**config.mk**
```make
export PLATFORM = sky130hd
export DESIGN_NAME = residual_change_detector_top
export DESIGN_NICKNAME = d
export VERILOG_FILES = /design/src/rcd_pkg.sv /design/src/rcd_div.sv /design/src/rcd_datapath.sv /design/src/rcd_ctrl.sv /design/src/residual_change_detector_top.sv
export SDC_FILE = /design/constraint.sdc
export NUM_CORES = 2
export LEC_CHECK = 0
export BUFFER_PORTS_ARGS = -buffer_cell sky130_fd_sc_hd__buf_4
export CORE_MARGIN = 2
export CORE_UTILIZATION = 60
export DETAILED_ROUTE_END_ITERATION = 10
export PLACE_DENSITY = 0.89
export SETUP_SLACK_MARGIN = 0.02
export SKIP_LAST_GASP = 1
export SLEW_MARGIN = 20
export SYNTH_ARGS = -nofsm -noshare
export SYNTH_HDL_FRONTEND = slang
export SYNTH_SLANG_ARGS = --single-unit
```
**constraint.sdc**
```tcl
create_clock -name clk_i -period 26.6 [get_ports clk_i]
set_clock_uncertainty 0.05 [all_clocks]
set_input_delay 3.99 -clock clk_i [delete_from_list [all_inputs] [get_ports clk_i]]
set_output_delay 3.99 -clock clk_i [all_outputs]
set_load 0.01 [all_outputs]
```
**src/rcd_pkg.sv**
```systemverilog
// Shared types and constants for the residual change detector.
// No dependencies; rcd_datapath, rcd_ctrl and the top refer to it by scoped names.
package rcd_pkg;

  // Detection modes
  localparam logic [1:0] MODE_THRESHOLD = 2'd0;
  localparam logic [1:0] MODE_EWMA      = 2'd1;
  localparam logic [1:0] MODE_CUSUM     = 2'd2;
  localparam logic [1:0] MODE_UNUSED    = 2'd3;

  // Configuration register indexes
  localparam int          CFG_IDX_W       = 4;
  localparam logic [3:0]  REG_MODE        = 4'd0;
  localparam logic [3:0]  REG_ALPHA       = 4'd1;
  localparam logic [3:0]  REG_FAN_THR     = 4'd2;
  localparam logic [3:0]  REG_PUMP_THR    = 4'd3;
  localparam logic [3:0]  REG_SENSOR_THR  = 4'd4;
  localparam logic [3:0]  REG_FAN_CUS     = 4'd5;
  localparam logic [3:0]  REG_PUMP_CUS    = 4'd6;
  localparam logic [3:0]  REG_SENSOR_CUS  = 4'd7;

  // Register reset values
  localparam logic [1:0]  RST_MODE        = MODE_THRESHOLD;
  localparam logic [15:0] RST_ALPHA       = 16'd13107;
  localparam logic [15:0] RST_FAN_THR     = 16'd16384;
  localparam logic [15:0] RST_PUMP_THR    = 16'd13107;
  localparam logic [15:0] RST_SENSOR_THR  = 16'd512;
  localparam logic [15:0] RST_FAN_CUS     = 16'd52429;
  localparam logic [15:0] RST_PUMP_CUS    = 16'd52429;
  localparam logic [15:0] RST_SENSOR_CUS  = 16'd2048;

  // CUSUM allowances: 0.05 in Q0.16 for duties, 0.25 degrees in Q8.8
  localparam logic [15:0] DUTY_ALLOW      = 16'd3277;
  localparam logic [15:0] SENSOR_ALLOW    = 16'd64;

  // Channel codes
  localparam logic [1:0]  CH_FAN          = 2'd0;
  localparam logic [1:0]  CH_PUMP         = 2'd1;
  localparam logic [1:0]  CH_SENSOR       = 2'd2;

  // Stream widths
  localparam int          IN_TDATA_W      = 104;
  localparam int          OUT_TDATA_W     = 24;

  // Controller to datapath commands
  typedef struct packed {
    logic       load_in;
    logic       mul_en;
    logic       upd_en;
    logic       div_start;
    logic       fold_en;
    logic       fold_first;
    logic       out_load;
    logic [1:0] ch;
  } rcd_cmd_t;

  // Datapath to controller status
  typedef struct packed {
    logic div_done;
    logic out_full;
  } rcd_status_t;

endpackage

```
**src/rcd_div.sv**
```systemverilog
// Shared restoring divider: 16-bit saturated quotient of (value * 256) / divisor.
// Depends on nothing beyond its parameter; used by rcd_datapath.
module rcd_div #(
  parameter int VAL_W = 24
) (
  input  logic             clk_i,
  input  logic             rst_ni,
  input  logic             start_i,
  input  logic [VAL_W-1:0] value_i,
  input  logic [15:0]      divisor_i,
  output logic             done_o,
  output logic [15:0]      quot_o
);

  localparam int CMP_W = (VAL_W > 24) ? VAL_W : 24;
  localparam int STEPS = 16;
  localparam int CNT_W = $clog2(STEPS);

  logic             busy_q, busy_d;
  logic             done_q, done_d;
  logic [CNT_W-1:0] cnt_q, cnt_d;
  logic [15:0]      rem_q, rem_d;
  logic [15:0]      num_q, num_d;
  logic [15:0]      quot_q, quot_d;
  logic [15:0]      dsr_q, dsr_d;
  logic [CMP_W-1:0] val_ext;
  logic [CMP_W-1:0] lim_ext;
  logic [16:0]      trial;
  logic [16:0]      trial_sub;
  logic             fits;

  // Quotient overflows 16 bits exactly when value >= divisor * 256
  assign val_ext   = CMP_W'(value_i);
  assign lim_ext   = CMP_W'({divisor_i, 8'h00});
  assign trial     = {rem_q, num_q[15]};
  assign fits      = (trial >= {1'b0, dsr_q});
  assign trial_sub = trial - {1'b0, dsr_q};

  // Start, saturate early, or take one quotient bit per cycle
  always_comb begin
    busy_d = busy_q;
    done_d = 1'b0;
    cnt_d  = cnt_q;
    rem_d  = rem_q;
    num_d  = num_q;
    quot_d = quot_q;
    dsr_d  = dsr_q;
    if (start_i) begin
      if (divisor_i == 16'd0) begin
        quot_d = (value_i != '0) ? 16'hFFFF : 16'h0000;
        done_d = 1'b1;
        busy_d = 1'b0;
      end else if (val_ext >= lim_ext) begin
        quot_d = 16'hFFFF;
        done_d = 1'b1;
        busy_d = 1'b0;
      end else begin
        busy_d = 1'b1;
        cnt_d  = '0;
        rem_d  = val_ext[23:8];
        num_d  = {val_ext[7:0], 8'h00};
        dsr_d  = divisor_i;
        quot_d = 16'h0000;
      end
    end else if (busy_q) begin
      rem_d  = fits ? trial_sub[15:0] : trial[15:0];
      num_d  = {num_q[14:0], 1'b0};
      quot_d = {quot_q[14:0], fits};
      cnt_d  = cnt_q + 1'b1;
      if (cnt_q == CNT_W'(STEPS - 1)) begin
        busy_d = 1'b0;
        done_d = 1'b1;
      end
    end
  end

  // Control registers
  always_ff @(posedge clk_i or negedge rst_ni) begin
    if (!rst_ni) begin
      busy_q <= 1'b0;
      done_q <= 1'b0;
      cnt_q  <= '0;
    end else begin
      busy_q <= busy_d;
      done_q <= done_d;
      cnt_q  <= cnt_d;
    end
  end

  // Working registers
  always_ff @(posedge clk_i) begin
    rem_q  <= rem_d;
    num_q  <= num_d;
    quot_q <= quot_d;
    dsr_q  <= dsr_d;
  end

  assign done_o = done_q;
  assign quot_o = quot_q;

endmodule

```
**src/rcd_datapath.sv**
```systemverilog
// Datapath: configuration registers, residuals, EWMA/CUSUM state, divider,
// maximum search and output register. Depends on rcd_pkg and rcd_div.
module rcd_datapath #(
  parameter int SUM_WIDTH = 24
) (
  input  logic                   clk_i,
  input  logic                   rst_ni,
  input  logic                   cfg_valid_i,
  input  logic [3:0]             cfg_index_i,
  input  logic [15:0]            cfg_data_i,
  input  logic [15:0]            fan_demand_i,
  input  logic [15:0]            fan_feedback_i,
  input  logic [15:0]            pump_demand_i,
  input  logic [15:0]            pump_feedback_i,
  input  logic signed [16:0]     coolant_measured_i,
  input  logic signed [16:0]     coolant_reference_i,
  input  rcd_pkg::rcd_cmd_t      cmd_i,
  output rcd_pkg::rcd_status_t   status_o,
  input  logic                   m_tready_i,
  output logic                   m_tvalid_o,
  output logic [15:0]            score_o,
  output logic [1:0]             source_channel_o,
  output logic                   alarm_o
);

  // Configuration registers
  logic [1:0]  mode_q;
  logic [15:0] alpha_q;
  logic [15:0] fan_thr_q, pump_thr_q, sensor_thr_q;
  logic [15:0] fan_cus_q, pump_cus_q, sensor_cus_q;

  // Residuals of the current sample
  logic [15:0] res_fan_q, res_pump_q;
  logic [16:0] res_sensor_q;
  logic [15:0] res_fan_d, res_pump_d;
  logic [16:0] res_sensor_d;
  logic signed [17:0] sensor_diff;

  // Detector state
  logic [15:0]          smooth_fan_q, smooth_pump_q, smooth_sensor_q;
  logic [SUM_WIDTH-1:0] sum_fan_q, sum_pump_q, sum_sensor_q;

  // Per-channel selection
  logic [16:0]          res_sel;
  logic [15:0]          res_sat;
  logic [15:0]          smooth_sel;
  logic [SUM_WIDTH-1:0] sum_sel;
  logic [15:0]          thr_sel;
  logic [15:0]          cus_sel;
  logic [15:0]          allow_sel;

  // EWMA arithmetic
  logic signed [16:0] ewma_diff;
  logic signed [33:0] prod_d, prod_q;
  logic signed [34:0] ewma_acc;
  logic [15:0]        ewma_new;

  // CUSUM arithmetic
  logic [SUM_WIDTH:0]   cus_sum, cus_sub, allow_ext;
  logic [SUM_WIDTH-1:0] cus_new;

  // Divider and result
  logic [SUM_WIDTH-1:0] div_val;
  logic [15:0]          div_dsr;
  logic                 div_done;
  logic [15:0]          div_quot;
  logic [15:0]          best_q;
  logic [1:0]           best_ch_q;
  logic                 m_tvalid_q;
  logic [15:0]          score_q;
  logic [1:0]           source_q;
  logic                 alarm_q;

  // Write configuration registers, masked to their widths
  always_ff @(posedge clk_i or negedge rst_ni) begin
    if (!rst_ni) begin
      mode_q       <= rcd_pkg::RST_MODE;
      alpha_q      <= rcd_pkg::RST_ALPHA;
      fan_thr_q    <= rcd_pkg::RST_FAN_THR;
      pump_thr_q   <= rcd_pkg::RST_PUMP_THR;
      sensor_thr_q <= rcd_pkg::RST_SENSOR_THR;
      fan_cus_q    <= rcd_pkg::RST_FAN_CUS;
      pump_cus_q   <= rcd_pkg::RST_PUMP_CUS;
      sensor_cus_q <= rcd_pkg::RST_SENSOR_CUS;
    end else if (cfg_valid_i) begin
      unique case (cfg_index_i)
        rcd_pkg::REG_MODE:       mode_q       <= cfg_data_i[1:0];
        rcd_pkg::REG_ALPHA:      alpha_q      <= cfg_data_i;
        rcd_pkg::REG_FAN_THR:    fan_thr_q    <= cfg_data_i;
        rcd_pkg::REG_PUMP_THR:   pump_thr_q   <= cfg_data_i;
        rcd_pkg::REG_SENSOR_THR: sensor_thr_q <= cfg_data_i;
        rcd_pkg::REG_FAN_CUS:    fan_cus_q    <= cfg_data_i;
        rcd_pkg::REG_PUMP_CUS:   pump_cus_q   <= cfg_data_i;
        rcd_pkg::REG_SENSOR_CUS: sensor_cus_q <= cfg_data_i;
        default: ;
      endcase
    end
  end

  // Form absolute residuals from the incoming beat
  assign sensor_diff  = {coolant_measured_i[16], coolant_measured_i}
                      - {coolant_reference_i[16], coolant_reference_i};
  assign res_fan_d    = (fan_demand_i >= fan_feedback_i) ? fan_demand_i - fan_feedback_i
                                                         : fan_feedback_i - fan_demand_i;
  assign res_pump_d   = (pump_demand_i >= pump_feedback_i) ? pump_demand_i - pump_feedback_i
                                                           : pump_feedback_i - pump_demand_i;
  assign res_sensor_d = sensor_diff[17] ? 17'(-sensor_diff) : sensor_diff[16:0];

  always_ff @(posedge clk_i) begin
    if (cmd_i.load_in) begin
      res_fan_q    <= res_fan_d;
      res_pump_q   <= res_pump_d;
      res_sensor_q <= res_sensor_d;
    end
  end

  // Select the channel under work
  always_comb begin
    case (cmd_i.ch)
      rcd_pkg::CH_PUMP: begin
        res_sel    = {1'b0, res_pump_q};
        smooth_sel = smooth_pump_q;
        sum_sel    = sum_pump_q;
        thr_sel    = pump_thr_q;
        cus_sel    = pump_cus_q;
        allow_sel  = rcd_pkg::DUTY_ALLOW;
      end
      rcd_pkg::CH_SENSOR: begin
        res_sel    = res_sensor_q;
        smooth_sel = smooth_sensor_q;
        sum_sel    = sum_sensor_q;
        thr_sel    = sensor_thr_q;
        cus_sel    = sensor_cus_q;
        allow_sel  = rcd_pkg::SENSOR_ALLOW;
      end
      default: begin
        res_sel    = {1'b0, res_fan_q};
        smooth_sel = smooth_fan_q;
        sum_sel    = sum_fan_q;
        thr_sel    = fan_thr_q;
        cus_sel    = fan_cus_q;
        allow_sel  = rcd_pkg::DUTY_ALLOW;
      end
    endcase
  end

  // EWMA: s + alpha * (r - s), rounded; the sensor residual saturates to 16 bits
  assign res_sat   = res_sel[16] ? 16'hFFFF : res_sel[15:0];
  assign ewma_diff = $signed({1'b0, res_sat}) - $signed({1'b0, smooth_sel});
  assign prod_d    = $signed({1'b0, alpha_q}) * ewma_diff;

  always_ff @(posedge clk_i) begin
    if (cmd_i.mul_en) begin
      prod_q <= prod_d;
    end
  end

  assign ewma_acc = $signed({3'b000, smooth_sel, 16'h0000}) + 35'(prod_q)
                  + 35'sd32768;
  assign ewma_new = ewma_acc[31:16];

  // CUSUM: add residual, take off the allowance, floor at zero, saturate
  assign allow_ext = (SUM_WIDTH + 1)'(allow_sel);
  assign cus_sum   = {1'b0, sum_sel} + (SUM_WIDTH + 1)'(res_sel);
  assign cus_sub   = (cus_sum > allow_ext) ? cus_sum - allow_ext : '0;
  assign cus_new   = cus_sub[SUM_WIDTH] ? '1 : cus_sub[SUM_WIDTH-1:0];

  // Update the state of the active mode only
  always_ff @(posedge clk_i or negedge rst_ni) begin
    if (!rst_ni) begin
      smooth_fan_q    <= '0;
      smooth_pump_q   <= '0;
      smooth_sensor_q <= '0;
      sum_fan_q       <= '0;
      sum_pump_q      <= '0;
      sum_sensor_q    <= '0;
    end else if (cmd_i.upd_en) begin
      if (mode_q == rcd_pkg::MODE_EWMA) begin
        case (cmd_i.ch)
          rcd_pkg::CH_FAN:    smooth_fan_q    <= ewma_new;
          rcd_pkg::CH_PUMP:   smooth_pump_q   <= ewma_new;
          rcd_pkg::CH_SENSOR: smooth_sensor_q <= ewma_new;
          default: ;
        endcase
      end else if (mode_q == rcd_pkg::MODE_CUSUM) begin
        case (cmd_i.ch)
          rcd_pkg::CH_FAN:    sum_fan_q    <= cus_new;
          rcd_pkg::CH_PUMP:   sum_pump_q   <= cus_new;
          rcd_pkg::CH_SENSOR: sum_sensor_q <= cus_new;
          default: ;
        endcase
      end
    end
  end

  // Pick the value and divisor for normalization
  always_comb begin
    if (mode_q == rcd_pkg::MODE_CUSUM) begin
      div_val = sum_sel;
      div_dsr = cus_sel;
    end else if (mode_q == rcd_pkg::MODE_EWMA) begin
      div_val = SUM_WIDTH'(smooth_sel);
      div_dsr = thr_sel;
    end else begin
      div_val = SUM_WIDTH'(res_sel);
      div_dsr = thr_sel;
    end
  end

  rcd_div #(
    .VAL_W (SUM_WIDTH)
  ) u_div (
    .clk_i     (clk_i),
    .rst_ni    (rst_ni),
    .start_i   (cmd_i.div_start),
    .value_i   (div_val),
    .divisor_i (div_dsr),
    .done_o    (div_done),
    .quot_o    (div_quot)
  );

  // Keep the largest score; ties keep the earlier channel
  always_ff @(posedge clk_i) begin
    if (cmd_i.fold_en && (cmd_i.fold_first || (div_quot > best_q))) begin
      best_q    <= div_quot;
      best_ch_q <= cmd_i.ch;
    end
  end

  // Output register: load a result, drop valid once the beat is taken
  always_ff @(posedge clk_i or negedge rst_ni) begin
    if (!rst_ni) begin
      m_tvalid_q <= 1'b0;
    end else if (cmd_i.out_load) begin
      m_tvalid_q <= 1'b1;
    end else if (m_tready_i) begin
      m_tvalid_q <= 1'b0;
    end
  end

  always_ff @(posedge clk_i) begin
    if (cmd_i.out_load) begin
      if (mode_q == rcd_pkg::MODE_UNUSED) begin
        score_q  <= 16'h0000;
        source_q <= rcd_pkg::CH_FAN;
        alarm_q  <= 1'b0;
      end else begin
        score_q  <= best_q;
        source_q <= best_ch_q;
        alarm_q  <= (best_q[15:8] != 8'h00);
      end
    end
  end

  assign status_o.div_done = div_done;
  assign status_o.out_full = m_tvalid_q && !m_tready_i;
  assign m_tvalid_o        = m_tvalid_q;
  assign score_o           = score_q;
  assign source_channel_o  = source_q;
  assign alarm_o           = alarm_q;

  // A result never overwrites one that is still waiting
  assert property (@(posedge clk_i) disable iff (!rst_ni)
    cmd_i.out_load |-> !(m_tvalid_q && !m_tready_i))
    else $error("result loaded while output beat stalled");

  // A score is folded only when the divider has finished
  assert property (@(posedge clk_i) disable iff (!rst_ni)
    cmd_i.fold_en |-> div_done)
    else $error("score folded before divider done");

  // The unused mode reports a quiet result
  assert property (@(posedge clk_i) disable iff (!rst_ni)
    (cmd_i.out_load && (mode_q == rcd_pkg::MODE_UNUSED))
      |=> (score_q == 16'h0000) && !alarm_q)
    else $error("unused mode gave a nonzero result");

  // Threshold mode leaves the fan EWMA and sensor CUSUM state untouched
  assert property (@(posedge clk_i) disable iff (!rst_ni)
    ($past(mode_q) == rcd_pkg::MODE_THRESHOLD) |->
      ($stable(smooth_fan_q) && $stable(sum_sensor_q)))
    else $error("detector state changed in threshold mode");

endmodule

```
**src/rcd_ctrl.sv**
```systemverilog
// Controller: sequences residual load, state update, division and fold per channel, then the output load.
// Depends on rcd_pkg for the command and status structs and channel codes.
module rcd_ctrl (
  input  logic                 clk_i,
  input  logic                 rst_ni,
  input  logic                 s_tvalid_i,
  output logic                 s_tready_o,
  input  rcd_pkg::rcd_status_t status_i,
  output rcd_pkg::rcd_cmd_t    cmd_o
);

  localparam logic [2:0] S_IDLE = 3'd0;
  localparam logic [2:0] S_MUL  = 3'd1;
  localparam logic [2:0] S_UPD  = 3'd2;
  localparam logic [2:0] S_DIV  = 3'd3;
  localparam logic [2:0] S_WAIT = 3'd4;
  localparam logic [2:0] S_OUT  = 3'd5;

  logic [2:0] state_q, state_d;
  logic [1:0] ch_q, ch_d;

  // Next state and commands
  always_comb begin
    state_d    = state_q;
    ch_d       = ch_q;
    s_tready_o = 1'b0;
    cmd_o      = '0;
    cmd_o.ch   = ch_q;
    unique case (state_q)
      S_IDLE: begin
        s_tready_o = 1'b1;
        if (s_tvalid_i) begin
          cmd_o.load_in = 1'b1;
          ch_d          = rcd_pkg::CH_FAN;
          state_d       = S_MUL;
        end
      end
      S_MUL: begin
        cmd_o.mul_en = 1'b1;
        state_d      = S_UPD;
      end
      S_UPD: begin
        cmd_o.upd_en = 1'b1;
        state_d      = S_DIV;
      end
      S_DIV: begin
        cmd_o.div_start = 1'b1;
        state_d         = S_WAIT;
      end
      S_WAIT: begin
        if (status_i.div_done) begin
          cmd_o.fold_en    = 1'b1;
          cmd_o.fold_first = (ch_q == rcd_pkg::CH_FAN);
          if (ch_q == rcd_pkg::CH_SENSOR) begin
            state_d = S_OUT;
          end else begin
            ch_d    = ch_q + 2'd1;
            state_d = S_MUL;
          end
        end
      end
      S_OUT: begin
        if (!status_i.out_full) begin
          cmd_o.out_load = 1'b1;
          state_d        = S_IDLE;
        end
      end
      default: begin
        state_d = S_IDLE;
      end
    endcase
  end

  always_ff @(posedge clk_i or negedge rst_ni) begin
    if (!rst_ni) begin
      state_q <= S_IDLE;
      ch_q    <= rcd_pkg::CH_FAN;
    end else begin
      state_q <= state_d;
      ch_q    <= ch_d;
    end
  end

endmodule

```
**src/residual_change_detector_top.sv**
```systemverilog
// Residual change detector: scores fan, pump and coolant sensor residuals and
// raises an alarm at a normalized score of 1.0 or more. The three channels of
// an item go one after another through a single state update and a shared
// 16-step restoring divider, which finishes early when the score saturates or
// the divisor is zero. A new input beat is taken as soon as the result has
// moved into the output register, while that result still waits.
// Configuration writes are always accepted; write them only between items.
// Depends on rcd_pkg, rcd_ctrl, rcd_datapath and rcd_div.
module residual_change_detector_top #(
  parameter int SUM_WIDTH = 24
) (
  input  logic                             clk_i,
  input  logic                             rst_ni,
  // Configuration write channel
  input  logic                             cfg_valid_i,
  output logic                             cfg_ready_o,
  input  logic [rcd_pkg::CFG_IDX_W-1:0]    cfg_index_i,
  input  logic [15:0]                      cfg_data_i,
  // Sample input stream
  input  logic                             s_axis_tvalid,
  output logic                             s_axis_tready,
  // fan_demand[15:0], fan_feedback[31:16], pump_demand[47:32],
  // pump_feedback[63:48], coolant_measured[80:64], coolant_reference[97:81]
  input  logic [rcd_pkg::IN_TDATA_W-1:0]   s_axis_tdata,
  // Result output stream
  output logic                             m_axis_tvalid,
  input  logic                             m_axis_tready,
  // score[15:0], source_channel[17:16], alarm[18]
  output logic [rcd_pkg::OUT_TDATA_W-1:0]  m_axis_tdata
);

  rcd_pkg::rcd_cmd_t    cmd;
  rcd_pkg::rcd_status_t status;
  logic [15:0]          score;
  logic [1:0]           source_channel;
  logic                 alarm;

  assign cfg_ready_o = 1'b1;

  rcd_ctrl u_ctrl (
    .clk_i      (clk_i),
    .rst_ni     (rst_ni),
    .s_tvalid_i (s_axis_tvalid),
    .s_tready_o (s_axis_tready),
    .status_i   (status),
    .cmd_o      (cmd)
  );

  rcd_datapath #(
    .SUM_WIDTH (SUM_WIDTH)
  ) u_datapath (
    .clk_i               (clk_i),
    .rst_ni              (rst_ni),
    .cfg_valid_i         (cfg_valid_i),
    .cfg_index_i         (cfg_index_i),
    .cfg_data_i          (cfg_data_i),
    .fan_demand_i        (s_axis_tdata[15:0]),
    .fan_feedback_i      (s_axis_tdata[31:16]),
    .pump_demand_i       (s_axis_tdata[47:32]),
    .pump_feedback_i     (s_axis_tdata[63:48]),
    .coolant_measured_i  (s_axis_tdata[80:64]),
    .coolant_reference_i (s_axis_tdata[97:81]),
    .cmd_i               (cmd),
    .status_o            (status),
    .m_tready_i          (m_axis_tready),
    .m_tvalid_o          (m_axis_tvalid),
    .score_o             (score),
    .source_channel_o    (source_channel),
    .alarm_o             (alarm)
  );

  // Pack the result beat, low field first
  assign m_axis_tdata = {5'b00000, alarm, source_channel, score};

endmodule

```
======== Word level (Yosys, flattened, before mapping) ========
Cells that the tools add are included.
cells by class
  add/subtract/negate cells ............... 14
  $mul .................................... 1
  order comparisons ....................... 6
  eq/ne operators ......................... 24
  mux-type cells .......................... 64
  bitwise logic cells ..................... 3
  reduce and logical (&&, ||, !) cells .... 31
operator list
  kind                      count
  $mux W16                  18
  $pmux W16 S2              3
  $sub A16 B16 Y16          5
  $mux W24                  2
  $pmux W24 S2              1
  $mux W17                  2
  $pmux W17 S2              1
  $add A32 B17 Y32 const B  1
  $add A32 B32 Y32          1
  $ge A16 B16 Y1            2
  $mul A17 B17 Y32          1
  $add A24 B17 Y25          1
  $gt A25 B12 Y1            1
  $mux W25                  1
  $sub A25 B12 Y25          1
  $ge A24 B24 Y1            1
  $reduce_bool A24 Y1       1
  $mux W1                   20
  $pmux W3 S6               1
  $reduce_and A3 Y1         6
  $sub A17 B17 Y18          1
  $ge A17 B16 Y1            1
  $neg A17 Y17              1
  $sub A16 B16 Y17          1
  other kinds (31)          69
word-level totals
  register bits ........................... 428
  output and inout port bits .............. 27

======== Longest topological paths before layout ========
  word-level depth ........................ 8
  depth in mapped cells ................... 45
  mapped depth without buffers ............ 39

======== By module ========
A second synthesis with hierarchy kept.
unflattened totals
  cell total of the unflattened synthesis .. 3,885
  area total of the unflattened synthesis .. 36,178.4 um^2
by module, submodules not included
  module                        times used  cells an instance  area each (um^2)
  rcd_datapath                  1           3,438              31,596.6
  rcd_div                       1           397                4,172.8
  rcd_ctrl                      1           41                 349.1
  residual_change_detector_top  1           9                  60.1

======== Least setup slack after synthesis ========
Ideal clock, no wire load.
  kind .................................... reg-to-reg
  from .................................... reg u_ctrl.ch_q[1]
  to ...................................... reg u_datapath.prod_q[31] (data pin)
  setup time .............................. 0.260 ns
  data arrival time ....................... 9.995 ns
  required time ........................... 26.290 ns
  setup slack ............................. 16.295 ns
  stages on the path, launching flop included .. 42
  path buffers ............................ 8
  period minus slack after synthesis ...... 10.305 ns
  cell sequence ........................... dfrtp_1 > inv_1 > ha_1 > buf_2 > clkbuf_1 > buf_2 > buf_2 > clkbuf_1 > buf_1 > buf_1 > mux2_2 > ha_1 > inv_1 > fa_1 > a211oi_1 > o211ai_1 > and3_1 > o21a_1 > [6 not listed] > fa_1 > fa_1 > inv_1 > fa_1 > fa_1 > fa_1 > inv_1 > fa_1 > inv_1 > ha_1 > nand3_1 > o21bai_1 > a21o_1 > nand3_1 > a41oi_1 > o31ai_1 > a21oi_1 > xnor2_1
on the way
  longest elaborated chain between the ends .. 5
  elaborated cells on any way between the ends .. 7
  those cells by class .................... add/sub (1); mul (1); eq/ne (2); mux (3)
RTL lines
  element                                       line                 text
  from (decl)                                   rcd_ctrl.sv:20       logic [1:0] ch_q, ch_d;
  from (signal assigned)                        rcd_ctrl.sv:77       ch_q <= rcd_pkg::CH_FAN;
  from (signal assigned)                        rcd_ctrl.sv:80       ch_q <= ch_d;
  $eq A2 B2 Y1 or $eq A2 B1 Y1 (tied branches)  rcd_datapath.sv:119  case (cmd_i.ch)
  $pmux W17 S2                                  rcd_datapath.sv:119
  $mux W16                                      rcd_datapath.sv:148  assign res_sat = res_sel[16] ? 16'hFFFF : res_sel[15:0];
  $sub A16 B16 Y17 *                            rcd_datapath.sv:149  assign ewma_diff = $signed({1'b0, res_sat}) - $signed({1'b0, smooth_sel});
  $mul A17 B17 Y32 *                            rcd_datapath.sv:150  assign prod_d = $signed({1'b0, alpha_q}) * ewma_diff;
  via u_datapath.prod_d[31]                     rcd_datapath.sv:54   logic signed [33:0] prod_d, prod_q;
  to (signal assigned)                          rcd_datapath.sv:154  prod_q <= prod_d;
  to (decl)                                     rcd_datapath.sv:54
Mark *: on every way through the listed nets, which the timed path passes. The rest lies on a longest branch.
A chain may end at the register's enable or synchronous reset.

======== Final worst setup path ========
  from .................................... reg u_ctrl.ch_q[0]
  to ...................................... reg u_datapath.prod_q[31] (data pin)
Same word-level chain as after synthesis.

==> results.ini <==
[status]
status=finished, final reports clean

[timing]
relSlewSlack_pct=23.18
finalCritPeriodShare_pct=40.28
tightestPinTransition_ns=1.140
timing.final.ws_setup_ns=15.88
hold_violations=0
final.min_clock_period_ns=10.72
fin_tns_setup_ns=0
rsz0062_at_grt=false
slew_viol_final=0
max_freq_mhz=93.32
setup_violations=0

[critical_path]
crit_path_top_delay_cell=nand2_1
rrSetupSlack_ns=15.88
end_kind=flip-flop
ff2ff_path_depth=36
r2r-start=u_ctrl.ch_q[0]$_DFFE_PN0P_
crit_arrival_ns=10.99
worst_ep_required_time_ns=26.88
crit_path_frequent_cell=fa_1
crit_buf_inv=7
start_kind=flip-flop
crit_type=reg -> reg
regToRegEndpoint=u_datapath.prod_q[31]$_DFFE_PP_
critPathTopFamily=adder cells
path_max_fanout=47
critPathMaxStageDelay_ns=0.54

[worst_hold_path]
hold_path.class=reg -> reg
min_to=u_datapath.best_q[15]$_DFFE_PP_
hold_depth=0
hp-start=u_datapath.u_div.quot_o[15]$_DFFE_PP_

[clocking]
cts_hold_buf=0
cts_tree=built
clock-sinks=405
clk_pin_slew_ns=0.07
clk_path_buf_depth=3
postCtsSetupRepairBufs=0
htree_levels=2
post_cts_resized=0
cts_root_buf=clkbuf_16
clock_latency_ns=0.60
numCtsBuffers=44

[run]
cap_violations=0

[detailed_routing]
ant_nets=0
drc=0
wl_per_cell_microns=20.16
wl_microns=90490
routed_via_density=6.178
dr.pass1.iters=9
dr.first_iter.drc_count=2308
dr_total_vias=27730

[cells_and_area]
layout_commonest_cell=inv_1
syn2layout_area_growth_pct=9.388
fin_nets=4324
final_cell_mix=inv_1 (489), nand2_1 (309), ha_1 (299)
drive_gt1_share_pct=15.84

[floorplan]
die_y_microns=247.1
start_util_pct=60.41
die-area_sq_um=61050
die-width_microns=247.1
io_pins=156
row_count=89
core_sq_um=58690

[synthesis]
synthAdderAreaFrac_pct=22.91
syn_avg_cell_area_sq_um=9.842
synth.cell_area_sq_um=35450
yosysWarnings=0
synth_cell_types=78
synth_top_family_by_area=adder cells
synthCells=3602
synth_edf_count=159
yosysSeqAreaShare_pct=30.96
synthMuxAreaShare_pct=9.699
async_flop_share_pct=60.74
synthFlopType=dfrtp_1
yosys_register_bits=405
synth-compound-area-share_pct=13.35
synth_xor_area_share_pct=3.681
synthSimpleGateAreaFrac_pct=12.37

[grt]
grt_pass1_wl_microns=144600
grt_max_degree=116
grt_pass1_vias=28150
grt.total_usage_pct=29.71
antenna_found_initial=5
grt_overflow=0

[placed_design]
io_buffers=143
hpwl_microns=66420
post-place-ws_ns=16.25
routabilityCongestion=0.9274

## routing by layer
layer	vias up	GRT usage [%]	wire length, microns
met3	347	5.459	6975
met1	13430	36.60	34780
met4	0	16.53	5379
met5	-	0	0
li1	12560	-	-
met2	1387	49.34	43350
## flip-flops by register name (all words and copies together), names as in the netlist, 17 cells and up
name	count
u_datapath.res_sensor_q	17
u_datapath.sum_fan_q	24
u_datapath.sum_pump_q	24
u_datapath.prod_q	17
u_datapath.sum_sensor_q	24
## worst max path at each step
stage / endpoint / start / cells past startpoint
3_5_place_dp: u_datapath.prod_q[31]$_DFFE_PP_ / u_ctrl.ch_q[0]$_DFFE_PN0P_ / 36
2_1_floorplan: u_datapath.prod_q[31]$_DFFE_PP_ / u_ctrl.ch_q[1]$_DFFE_PN0P_ / 41
5_1_grt: u_datapath.prod_q[29]$_DFFE_PP_ / u_ctrl.ch_q[1]$_DFFE_PN0P_ / 38
3_3_place_gp: u_datapath.prod_q[31]$_DFFE_PP_ / u_ctrl.ch_q[0]$_DFFE_PN0P_ / 35
6_report: u_datapath.prod_q[31]$_DFFE_PP_ / u_ctrl.ch_q[0]$_DFFE_PN0P_ / 36
4_1_cts: u_datapath.prod_q[29]$_DFFE_PP_ / u_ctrl.ch_q[0]$_DFFE_PN0P_ / 40
## through the flow
stage          instances  util [%]  instance area, sq um  hold slack, ns
5_1_grt             4488     66.08                 38780          0.4297
2_1_floorplan       3606         -                 35470          0.3764
4_1_cts             4485     66.03                 38750          0.4197
6_report            4489     66.08                 38780          0.4330
3_3_place_gp        4403     63.49                 37260          0.3815
3_5_place_dp        4403     63.49                 37260          0.4075
## synthesized netlist by cell type (103+ instances only)
cell type	instances	area share (%)
a21oi_1	171	2.4
and2_1	114	2.0
edfxtp_1	159	13
dfrtp_1	209	15
inv_1	489	5.2
ha_1	302	11
o21ai_0	103	1.5
mux2_2	212	6.7
fa_1	217	12
nor2_1	181	1.9
nand2_1	310	3.3
clkbuf_1	116	1.2
## worst register-to-register path, delay by kind of cell (launching register included)
family / cells / cell delay (ns)
xor gates and xnor gates: 2 / 0.34
AOI/OAI and AO/OA: 11 / 2.78
buffers and inverters: 7 / 0.98
and+or+nand+nor: 6 / 1.45
adders and majority gates: 10 / 4.37
DFF: 1 / 0.46
## logic make-up (layout without fill, tap and decap cells)
| group | Yosys count | after routing |
|---|---|---|
| muxes | 282 | 282 |
| AOI/OAI and AO/OA | 695 | 695 |
| xor gates and xnor gates | 149 | 149 |
| other | 2 | 10 |
| and+or+nand+nor | 901 | 901 |
| DFF | 405 | 405 |
| buffers and inverters | 649 | 755 |
| adders and majority gates | 519 | 519 |
## area by class of cell
| type | instances | area, sq um |
|---|---|---|
| Sequential cell | 405 | 10980 |
| Fill cell | 4150 | 19910 |
| Inverter | 489 | 1836 |
| Timing Repair Buffer | 184 | 1389 |
| Antenna cell | 4 | 10.01 |
| Tap cell | 773 | 967.2 |
| Clock buffer | 59 | 1266 |
| Multi-Input combinational cell | 2552 | 22110 |
| Clock inverter | 23 | 222.7 |
Power is not shown: default switching activity piles up to over one toggle a cycle in this logic, so the estimate is an artifact.
